===== src/hdl/afb_pkg.sv =====
// Shared constants, types and table-building functions for the activation unit.
`timescale 1ns / 1ps
package afb_pkg;

	localparam int TABLE_POINTS_DEF = 256;
	localparam int FRAC_BITS_DEF    = 12;
	localparam int EXP_BITS         = 30;
	localparam int TAYLOR_TERMS     = 24;
	localparam int DATA_W           = 16;
	localparam int MODE_W           = 2;
	localparam int APB_DATA_W       = 32;
	localparam int APB_ADDR_W       = 3;

	localparam logic [MODE_W-1:0] MODE_SIGMOID  = 2'd0;
	localparam logic [MODE_W-1:0] MODE_TANH     = 2'd1;
	localparam logic [MODE_W-1:0] MODE_IDENTITY = 2'd2;

	localparam logic OP_FORWARD  = 1'b0;
	localparam logic OP_BACKWARD = 1'b1;

	// word index bit of paddr: 0 selects the mode register
	localparam logic REG_MODE = 1'b0;

	typedef struct packed {
		logic                     op;
		logic [MODE_W-1:0]        mode;
		logic                     last;
		logic signed [DATA_W-1:0] z;
		logic signed [DATA_W-1:0] g;
	} afb_ctl_t;

	// restoring long division; only evaluated while the table constants are built
	function automatic longint unsigned afb_udiv(input longint unsigned num,
		input longint unsigned den);
		longint unsigned quo;
		longint unsigned rem;
		int              b;
		quo = 64'd0;
		rem = 64'd0;
		for (b = 63; b >= 0; b--) begin
			rem = {rem[62:0], num[b]};
			if (rem >= den) begin
				rem    = rem - den;
				quo[b] = 1'b1;
			end
		end
		return quo;
	endfunction

	// e^(-step) in Q30 from a truncated Taylor series; h is the step in Q30
	function automatic longint unsigned afb_exp_q(input longint unsigned h);
		longint unsigned one30;
		longint unsigned term;
		longint          sum;
		int              n;
		one30 = 64'd1 << EXP_BITS;
		term  = one30;
		sum   = longint'(one30);
		for (n = 1; n <= TAYLOR_TERMS; n++) begin
			term = afb_udiv((term * h) >> EXP_BITS, 64'(n));
			if (n % 2 == 1) begin
				sum = sum - longint'(term);
			end else begin
				sum = sum + longint'(term);
			end
		end
		return (sum > 0) ? longint'(sum) : 64'd0;
	endfunction

	// sigmoid table entry k: 2^(F+30) / (2^30 + e^(-k*step)), rounded
	function automatic longint unsigned afb_rom_entry(input int k, input longint unsigned q,
		input int frac);
		longint unsigned one30;
		longint unsigned e;
		longint unsigned den;
		longint unsigned num;
		int              j;
		one30 = 64'd1 << EXP_BITS;
		e     = one30;
		for (j = 0; j < k; j++) begin
			e = (e * q + (one30 >> 1)) >> EXP_BITS;
		end
		den = one30 + e;
		num = 64'd1 << (frac + EXP_BITS);
		return afb_udiv(num + (den >> 1), den);
	endfunction

endpackage


===== src/hdl/activation_forward_backward_unit.sv =====
// Top level of the sigmoid/tanh/identity activation unit with derivative path.
//
// channel   dir  handshake          contents
// s_*       in   s_tvalid/s_tready  tdata: pre_activation, upstream_gradient; tuser: op;
//                                    tlast: last_element
// m_*       out  m_tvalid/m_tready  tdata: result_value; tuser: saturated; tlast: last_out
// apb       in   psel/penable       mode register at byte address 0
//
// One transaction per cycle sustained while m_tready is high; eight register stages.
// The table lookup, interpolation multiply and two gradient multiplies each own a stage.
// Reset clears every stage valid bit and sets the mode to sigmoid.
// On a stall a stage holds while its successor is full; bubbles still fill, so
// s_tready stays high until all eight stages hold a transaction.
`timescale 1ns / 1ps
module activation_forward_backward_unit import afb_pkg::*; #(
	parameter int TABLE_POINTS = TABLE_POINTS_DEF,
	parameter int FRAC_BITS    = FRAC_BITS_DEF
) (
	input  logic                  clk,
	input  logic                  arst_n,
	input  logic                  psel,
	input  logic                  penable,
	input  logic                  pwrite,
	input  logic [APB_ADDR_W-1:0] paddr,
	input  logic [APB_DATA_W-1:0] pwdata,
	output logic [APB_DATA_W-1:0] prdata,
	output logic                  pready,
	input  logic                  s_tvalid,
	output logic                  s_tready,
	input  logic [2*DATA_W-1:0]   s_tdata,  // [15:0] pre_activation, [31:16] upstream_gradient
	input  logic                  s_tuser,  // [0] op
	input  logic                  s_tlast,
	output logic                  m_tvalid,
	input  logic                  m_tready,
	output logic [DATA_W-1:0]     m_tdata,  // [15:0] result_value
	output logic                  m_tuser,  // [0] saturated
	output logic                  m_tlast
);

	logic [MODE_W-1:0]          mode;
	afb_ctl_t                   in_ctl;
	afb_ctl_t                   mid_ctl;
	logic                       mid_valid;
	logic                       mid_ready;
	logic signed [FRAC_BITS+1:0] mid_act;

	afb_cfg u_cfg (
		.clk     (clk),
		.arst_n  (arst_n),
		.psel    (psel),
		.penable (penable),
		.pwrite  (pwrite),
		.paddr   (paddr),
		.pwdata  (pwdata),
		.prdata  (prdata),
		.pready  (pready),
		.mode    (mode)
	);

	always_comb begin
		in_ctl.op   = s_tuser;
		in_ctl.mode = mode;
		in_ctl.last = s_tlast;
		in_ctl.z    = s_tdata[DATA_W-1:0];
		in_ctl.g    = s_tdata[2*DATA_W-1:DATA_W];
	end

	afb_sigmoid #(
		.TABLE_POINTS (TABLE_POINTS),
		.FRAC_BITS    (FRAC_BITS)
	) u_sigmoid (
		.clk       (clk),
		.arst_n    (arst_n),
		.in_valid  (s_tvalid),
		.in_ready  (s_tready),
		.in_ctl    (in_ctl),
		.out_valid (mid_valid),
		.out_ready (mid_ready),
		.out_ctl   (mid_ctl),
		.out_act   (mid_act)
	);

	afb_grad #(
		.FRAC_BITS (FRAC_BITS)
	) u_grad (
		.clk       (clk),
		.arst_n    (arst_n),
		.in_valid  (mid_valid),
		.in_ready  (mid_ready),
		.in_ctl    (mid_ctl),
		.in_act    (mid_act),
		.out_valid (m_tvalid),
		.out_ready (m_tready),
		.out_value (m_tdata),
		.out_sat   (m_tuser),
		.out_last  (m_tlast)
	);

endmodule


===== src/hdl/afb_cfg.sv =====
// APB register block holding the activation mode.
`timescale 1ns / 1ps
module afb_cfg import afb_pkg::*; (
	input  logic                  clk,
	input  logic                  arst_n,
	input  logic                  psel,
	input  logic                  penable,
	input  logic                  pwrite,
	input  logic [APB_ADDR_W-1:0] paddr,
	input  logic [APB_DATA_W-1:0] pwdata,
	output logic [APB_DATA_W-1:0] prdata,
	output logic                  pready,
	output logic [MODE_W-1:0]     mode
);

	logic [MODE_W-1:0] mode_q;
	logic              wr_en;

	assign pready = 1'b1;
	assign wr_en  = psel && penable && pwrite && (paddr[APB_ADDR_W-1] == REG_MODE);

	always_ff @(posedge clk or negedge arst_n) begin
		if (!arst_n) begin
			mode_q <= MODE_SIGMOID;
		end else if (wr_en) begin
			mode_q <= pwdata[MODE_W-1:0];
		end
	end

	always_comb begin
		prdata = '0;
		if (paddr[APB_ADDR_W-1] == REG_MODE) begin
			prdata = APB_DATA_W'(mode_q);
		end
	end

	assign mode = mode_q;

endmodule


===== src/hdl/afb_sigmoid.sv =====
// Sigmoid/tanh forward path: argument scaling, table lookup, interpolation (stages 1-4).
`timescale 1ns / 1ps
module afb_sigmoid import afb_pkg::*; #(
	parameter int TABLE_POINTS = TABLE_POINTS_DEF,
	parameter int FRAC_BITS    = FRAC_BITS_DEF
) (
	input  logic                        clk,
	input  logic                        arst_n,
	input  logic                        in_valid,
	output logic                        in_ready,
	input  afb_ctl_t                    in_ctl,
	output logic                        out_valid,
	input  logic                        out_ready,
	output afb_ctl_t                    out_ctl,
	output logic signed [FRAC_BITS+1:0] out_act
);

	localparam int X_W   = DATA_W + 1;
	localparam int TP_W  = $clog2(TABLE_POINTS + 1);
	localparam int IDX_W = $clog2(TABLE_POINTS);
	localparam int SH    = FRAC_BITS + 4;
	localparam int P_W   = (X_W + TP_W > SH) ? X_W + TP_W : SH + 1;
	localparam int R_W   = FRAC_BITS + 1;
	localparam int ACT_W = FRAC_BITS + 2;
	localparam int PR_W  = R_W + SH;
	localparam longint unsigned H = (64'd16 << EXP_BITS) / TABLE_POINTS;
	localparam longint unsigned Q = afb_exp_q(H);
	localparam logic [R_W-1:0] ONE = {1'b1, {FRAC_BITS{1'b0}}};

	// table: lo holds entries 0..N-1, hi holds entries 1..N
	logic [R_W-1:0] rom_lo [TABLE_POINTS];
	logic [R_W-1:0] rom_hi [TABLE_POINTS];

	for (genvar k = 0; k < TABLE_POINTS; k++) begin : g_rom
		assign rom_lo[k] = R_W'(afb_rom_entry(k, Q, FRAC_BITS));
		assign rom_hi[k] = R_W'(afb_rom_entry(k + 1, Q, FRAC_BITS));
	end

	// argument: z for sigmoid, 2z for tanh
	logic signed [X_W-1:0] x;
	logic [X_W-1:0]        a;
	logic [P_W-1:0]        p;
	logic [P_W-SH-1:0]     idx_full;
	logic                  clip;

	always_comb begin
		if (in_ctl.mode == MODE_TANH) begin
			x = {in_ctl.z, 1'b0};
		end else begin
			x = {in_ctl.z[DATA_W-1], in_ctl.z};
		end
		a        = x[X_W-1] ? (X_W'(0) - x) : x;
		p        = P_W'(a) * P_W'(TABLE_POINTS);
		idx_full = p[P_W-1:SH];
		clip     = 32'(idx_full) >= 32'(TABLE_POINTS);
	end

	logic v_s1, v_s2, v_s3, v_s4;
	logic rdy_s1, rdy_s2, rdy_s3, rdy_s4;

	logic [IDX_W-1:0] idx_s1;
	logic [SH-1:0]    frac_s1;
	logic             clip_s1;
	logic             neg_s1;
	afb_ctl_t         ctl_s1;

	logic [R_W-1:0]   lo_s2;
	logic [R_W-1:0]   diff_s2;
	logic [SH-1:0]    frac_s2;
	logic             neg_s2;
	afb_ctl_t         ctl_s2;

	logic [R_W-1:0]   lo_s3;
	logic [PR_W-1:0]  prod_s3;
	logic             neg_s3;
	afb_ctl_t         ctl_s3;

	logic signed [ACT_W-1:0] act_s4;
	afb_ctl_t                ctl_s4;

	// a stage takes new data when it is empty or its successor moves
	assign rdy_s4   = !v_s4 || out_ready;
	assign rdy_s3   = !v_s3 || rdy_s4;
	assign rdy_s2   = !v_s2 || rdy_s3;
	assign rdy_s1   = !v_s1 || rdy_s2;
	assign in_ready = rdy_s1;

	always_ff @(posedge clk or negedge arst_n) begin
		if (!arst_n) begin
			v_s1 <= 1'b0;
			v_s2 <= 1'b0;
			v_s3 <= 1'b0;
			v_s4 <= 1'b0;
		end else begin
			if (rdy_s1) v_s1 <= in_valid;
			if (rdy_s2) v_s2 <= v_s1;
			if (rdy_s3) v_s3 <= v_s2;
			if (rdy_s4) v_s4 <= v_s3;
		end
	end

	logic [R_W-1:0] lo_sel;
	logic [R_W-1:0] hi_sel;
	logic [R_W-1:0] mag;
	logic [R_W-1:0] s_val;

	always_comb begin
		if (clip_s1) begin
			lo_sel = rom_hi[TABLE_POINTS-1];
			hi_sel = rom_hi[TABLE_POINTS-1];
		end else begin
			lo_sel = rom_lo[idx_s1];
			hi_sel = rom_hi[idx_s1];
		end
		mag   = lo_s3 + R_W'(prod_s3 >> SH);
		s_val = neg_s3 ? (ONE - mag) : mag;
	end

	always_ff @(posedge clk) begin
		if (rdy_s1 && in_valid) begin
			idx_s1  <= IDX_W'(idx_full);
			frac_s1 <= p[SH-1:0];
			clip_s1 <= clip;
			neg_s1  <= x[X_W-1];
			ctl_s1  <= in_ctl;
		end
		if (rdy_s2 && v_s1) begin
			lo_s2   <= lo_sel;
			diff_s2 <= hi_sel - lo_sel;
			frac_s2 <= frac_s1;
			neg_s2  <= neg_s1;
			ctl_s2  <= ctl_s1;
		end
		if (rdy_s3 && v_s2) begin
			lo_s3   <= lo_s2;
			prod_s3 <= PR_W'(diff_s2) * PR_W'(frac_s2);
			neg_s3  <= neg_s2;
			ctl_s3  <= ctl_s2;
		end
		if (rdy_s4 && v_s3) begin
			if (ctl_s3.mode == MODE_TANH) begin
				act_s4 <= ACT_W'({s_val, 1'b0}) - ACT_W'(ONE);
			end else begin
				act_s4 <= ACT_W'(s_val);
			end
			ctl_s4 <= ctl_s3;
		end
	end

	assign out_valid = v_s4;
	assign out_ctl   = ctl_s4;
	assign out_act   = act_s4;

endmodule


===== src/hdl/afb_grad.sv =====
// Derivative, gradient product, rounding and saturation (stages 5-8).
`timescale 1ns / 1ps
module afb_grad import afb_pkg::*; #(
	parameter int FRAC_BITS = FRAC_BITS_DEF
) (
	input  logic                        clk,
	input  logic                        arst_n,
	input  logic                        in_valid,
	output logic                        in_ready,
	input  afb_ctl_t                    in_ctl,
	input  logic signed [FRAC_BITS+1:0] in_act,
	output logic                        out_valid,
	input  logic                        out_ready,
	output logic [DATA_W-1:0]           out_value,
	output logic                        out_sat,
	output logic                        out_last
);

	localparam int ACT_W = FRAC_BITS + 2;
	localparam int M_W   = 2 * ACT_W;
	localparam int G_W   = DATA_W + ACT_W;
	localparam logic signed [ACT_W-1:0] ONE_A  = ACT_W'(1) << FRAC_BITS;
	localparam logic signed [M_W-1:0]   HALF_M = M_W'(1) << (FRAC_BITS - 1);
	localparam logic signed [G_W-1:0]   HALF_G = G_W'(1) << (FRAC_BITS - 1);
	localparam logic signed [G_W-1:0]   MAX_V  = G_W'(32767);
	localparam logic signed [G_W-1:0]   MIN_V  = -G_W'(32768);

	logic v_s5, v_s6, v_s7, v_s8;
	logic rdy_s5, rdy_s6, rdy_s7, rdy_s8;

	logic signed [M_W-1:0]   m_s5;
	logic signed [ACT_W-1:0] act_s5;
	afb_ctl_t                ctl_s5;

	logic signed [ACT_W-1:0] der_s6;
	logic signed [ACT_W-1:0] act_s6;
	afb_ctl_t                ctl_s6;

	logic signed [G_W-1:0]   gp_s7;
	logic signed [ACT_W-1:0] act_s7;
	afb_ctl_t                ctl_s7;

	logic [DATA_W-1:0] value_s8;
	logic              sat_s8;
	logic              last_s8;

	assign rdy_s8   = !v_s8 || out_ready;
	assign rdy_s7   = !v_s7 || rdy_s8;
	assign rdy_s6   = !v_s6 || rdy_s7;
	assign rdy_s5   = !v_s5 || rdy_s6;
	assign in_ready = rdy_s5;

	always_ff @(posedge clk or negedge arst_n) begin
		if (!arst_n) begin
			v_s5 <= 1'b0;
			v_s6 <= 1'b0;
			v_s7 <= 1'b0;
			v_s8 <= 1'b0;
		end else begin
			if (rdy_s5) v_s5 <= in_valid;
			if (rdy_s6) v_s6 <= v_s5;
			if (rdy_s7) v_s7 <= v_s6;
			if (rdy_s8) v_s8 <= v_s7;
		end
	end

	// sigmoid: s*(1-s); tanh: t*t
	logic signed [M_W-1:0] mul_a;
	logic signed [M_W-1:0] mul_b;
	logic signed [M_W-1:0] rs;
	logic signed [G_W-1:0] r;

	always_comb begin
		mul_a = M_W'(in_act);
		if (in_ctl.mode == MODE_SIGMOID) begin
			mul_b = M_W'(ONE_A - in_act);
		end else begin
			mul_b = M_W'(in_act);
		end
		rs = (m_s5 + HALF_M) >>> FRAC_BITS;

		if (ctl_s7.mode inside {MODE_SIGMOID, MODE_TANH}) begin
			if (ctl_s7.op == OP_BACKWARD) begin
				r = (gp_s7 + HALF_G) >>> FRAC_BITS;
			end else begin
				r = G_W'(act_s7);
			end
		end else begin
			// identity, and the unused mode code
			r = (ctl_s7.op == OP_BACKWARD) ? G_W'(ctl_s7.g) : G_W'(ctl_s7.z);
		end
	end

	always_ff @(posedge clk) begin
		if (rdy_s5 && in_valid) begin
			m_s5   <= mul_a * mul_b;
			act_s5 <= in_act;
			ctl_s5 <= in_ctl;
		end
		if (rdy_s6 && v_s5) begin
			if (ctl_s5.mode == MODE_SIGMOID) begin
				der_s6 <= ACT_W'(rs);
			end else begin
				der_s6 <= ONE_A - ACT_W'(rs);
			end
			act_s6 <= act_s5;
			ctl_s6 <= ctl_s5;
		end
		if (rdy_s7 && v_s6) begin
			gp_s7  <= G_W'(ctl_s6.g) * G_W'(der_s6);
			act_s7 <= act_s6;
			ctl_s7 <= ctl_s6;
		end
		if (rdy_s8 && v_s7) begin
			if (r > MAX_V) begin
				value_s8 <= DATA_W'(MAX_V);
				sat_s8   <= 1'b1;
			end else if (r < MIN_V) begin
				value_s8 <= DATA_W'(MIN_V);
				sat_s8   <= 1'b1;
			end else begin
				value_s8 <= DATA_W'(r);
				sat_s8   <= 1'b0;
			end
			last_s8 <= ctl_s7.last;
		end
	end

	assign out_valid = v_s8;
	assign out_value = value_s8;
	assign out_sat   = sat_s8;
	assign out_last  = last_s8;

endmodule


===== config.mk =====
export PLATFORM = sky130hd
export DESIGN_NAME = activation_forward_backward_unit
export DESIGN_NICKNAME = d
export VERILOG_FILES = /design/src/hdl/afb_pkg.sv /design/src/hdl/activation_forward_backward_unit.sv /design/src/hdl/afb_cfg.sv /design/src/hdl/afb_sigmoid.sv /design/src/hdl/afb_grad.sv
export SDC_FILE = /design/constraint.sdc
export NUM_CORES = 2
export LEC_CHECK = 0
export ABC_AREA = 0
export BUFFER_PORTS_ARGS = -buffer_cell sky130_fd_sc_hd__buf_2
export CORE_UTILIZATION = 35
export DETAILED_ROUTE_END_ITERATION = 12
export MAX_ROUTING_LAYER = met4
export SLEW_MARGIN = 20
export SYNTH_ARGS = -nofsm -noshare
export SYNTH_HDL_FRONTEND = slang
export SYNTH_SLANG_ARGS = --single-unit

===== constraint.sdc =====
create_clock -name clk -period 9.44 [get_ports clk]
set_input_delay 2.832 -clock clk [delete_from_list [all_inputs] [get_ports clk]]
set_output_delay 2.832 -clock clk [all_outputs]
set_load 0.01 [all_outputs]

==> out/metrics.cfg <==
[run_status]
run_status=finished clean

[critical_path]
r2r_end=u_grad.m_s5[25]
arrival_ns=8.76
startpoint=u_sigmoid.out_act[0]
cp-end-kind=flip-flop
required_ns=9.76
path_class=flip-flop to flip-flop
ff2ff_path_depth=25
path_max_fanout=8
ff2ff_setup_slack_ns=1.00
critPathLaunchType=flip-flop
reg2reg_from=u_sigmoid.out_act[0]

[logic_synthesis]
synthAdderAreaFrac_pct=31.4
netlist_area_sq_mm=0.0385
ys_seq_area_share_pct=35.7
synthMuxAreaShare_pct=1.47
synth_edf_count=449
synth-compound-area-share_pct=6.86
synthSimpleGateAreaFrac_pct=13.1
synth_flop_cell=edfxtp_1
avgSynthCellArea_sq_um=10.8
synth_seq_cells=459
synthDistinctLibCells=78
synth-xor-area-share_pct=3.90
synth_top_family_by_area=adder cells
yosys_warnings=0
ys_async_sr_fraction_pct=2.18
synth_cells=3563

[global_route]
grt_overflow_total=0
antenna_found_initial=3
grt_pass1_vias=25500
grt_pass1_wl_um=140000
grt_usage_pct=16.2
grt_max_degree=74

[routing]
drc=0
via_per_inst=4.89
drt-total-wl_um=85000
firstDrtPassIters=6
drt-initial-drc-count=1445
via_count=24600
wl_per_cell_um=16.9
detail-route-antenna-nets=0

[cells_and_area]
fill_cells=10500
final_common_cell=inv_1
area_growth_pct=8.82
nets=4339
final_cell_mix=inv_1, fa_1, edfxtp_1, nand2_1, and2_1
final_core_util_pct=38.5
final_layout_size_suffix_gt1_share_pct=6.64

[floorplanning]
io_pins=129
fp.dieH_um=334
rows=121
die_x_um=334
start_util_pct=35.3
dieArea_sq_mm=0.111
core_region_area_sq_mm=0.109

[clocking]
cts_root_buf=clkbuf_16
cts_buffers=49
clock_path_buffers=3
insertion_delay_ns=0.60
clock-sinks=459
cts_resized=0
hold_buffers=0
cts_tree=yes
htree_num_levels=2
cts_setup_buffers=0
path_clk_slew_ns=0.06

[sta]
setup_violations=0
fin_crit_sh_pct=89.4
finalCriticalPeriod_ns=8.44
rsz0062_at_grt=false
hold_ws_ns=0.413
worst_slack_ns=1.00
slew_headroom_pct=26.4
skew_ns=0.0268
slew_viol_final=0
fin_tns_setup_ns=0
worst_slew_pin_slew_ns=1.10
fmax_mhz=119
timing_hold_violations_final=0

[placed_design]
dp_slack_ns=1.09
io_buffers=65
hpwlAfterDp_um=64700
place_congestion=0.864

[run]
cap_violations=0

[worst_hold_path]
holdPathStages=0
min_from=u_grad.ctl_s5[14]
holdPathEnd=u_grad.ctl_s6[14]
hp-class=flip-flop to flip-flop

==> cells by family after synthesis <==
kind of cell    after synthesis
mux                          36
buf+inv                     744
other cells                   2
simple gates               1045
flops                       459
fa+ha+maj                   685
xor+xnor                    169
compound gates              423
==> synth_stat cells (all sizes together), types with 15 or more instances <==
cell type / n / area share [%]
clkbuf: 125 / 1.2
and2: 237 / 3.9
mux4: 16 / 0.94
and3: 16 / 0.26
nor2: 191 / 1.9
nor2b: 31 / 0.50
ha: 216 / 7.0
a31oi: 17 / 0.28
nand2: 390 / 3.8
nand2b: 38 / 0.62
o21ai: 118 / 1.5
a211oi: 30 / 0.59
a21o: 17 / 0.33
mux2i: 17 / 0.44
xnor2: 116 / 2.6
buf: 51 / 0.80
nand4: 17 / 0.28
nand3: 38 / 0.49
inv: 566 / 5.5
o22ai: 15 / 0.24
edfxtp: 449 / 35
fa: 469 / 24
xor2: 52 / 1.2
a21oi: 129 / 1.7
nor3: 41 / 0.53
==> final cells by class <==
| type | count | area [sq um] | share of cell area (%) |
|---|---|---|---|
| Multi-Input combinational cell | 2389 | 22000 | 52.5 |
| Sequential cell | 459 | 13700 | 32.8 |
| Inverter | 568 | 2130 | 5.09 |
| Tap cell | 1414 | 1770 | 4.23 |
| Clock buffer | 56 | 1250 | 2.99 |
| Timing Repair Buffer | 111 | 671 | 1.60 |
| Clock inverter | 32 | 325 | 0.777 |
| Antenna cell | 4 | 10.0 | 0.0239 |
==> through the flow <==
stage,cell area [sq um],std cells
5_1_grt,41900,5032
3_3_place_gp,40300,4941
6_report,41900,5033
4_1_cts,41900,5029
2_1_floorplan,38600,3592
3_5_place_dp,40300,4941
==> registers in the layout, indices dropped and copies added, names as in the netlist, 14 cells and up <==
| register | count |
|---|---|
| u_grad.ctl_s6 | 35 |
| u_sigmoid.out_act | 14 |
| u_sigmoid.ctl_s1 | 36 |
| u_grad.der_s6 | 14 |
| u_sigmoid.out_ctl | 36 |
| u_grad.m_s5 | 15 |
| u_grad.act_s6 | 14 |
| u_grad.act_s7 | 14 |
| u_grad.gp_s7 | 19 |
| u_sigmoid.ctl_s3 | 36 |
| u_sigmoid.ctl_s2 | 36 |
| u_grad.ctl_s7 | 35 |
| u_grad.out_value | 16 |
| u_grad.act_s5 | 14 |
| u_grad.ctl_s5 | 36 |
==> critical path, cell delays in order, from the launching register on <==
cell	delay (ns)
edfxtp_1	0.55
nor3_1	0.40
nor3b_1	0.36
nand2b_1	0.17
o311ai_0	0.68
xnor2_1	0.45
and2_1	0.29
ha_1	0.32
a31o_2	0.26
fa_1	0.56
fa_1	0.45
fa_1	0.52
fa_1	0.50
inv_1	0.05
fa_1	0.49
inv_1	0.04
ha_1	0.34
a21o_1	0.19
a21o_1	0.17
a21o_1	0.16
a21oi_1	0.17
nand2_1	0.06
a21oi_1	0.46
o211a_1	0.28
o21bai_1	0.08
xnor2_1	0.15
==> per-layer routing <==
| layer | vias to the layer above | global-route usage, % | routed length [um] |
|---|---|---|---|
| met5 | - | - | 0 |
| li1 | 11600 | - | - |
| met1 | 12300 | 21.5 | 38400 |
| met3 | 136 | 1.92 | 3830 |
| met4 | 0 | 4.35 | 2000 |
| met2 | 562 | 26.2 | 40700 |
==> how the worst max path moves through the flow <==
stage	end	depth (start not counted)
5_1_grt	u_grad.m_s5[25]	25
6_report	u_grad.m_s5[25]	25
4_1_cts	u_grad.m_s5[25]	24
2_1_floorplan	u_grad.m_s5[25]	25
3_5_place_dp	u_grad.m_s5[25]	24
3_3_place_gp	u_grad.m_s5[25]	24
Power is left out: the tool's default activity adds up to more than one toggle a clock period on the data nets, which glitch-free logic cannot reach.
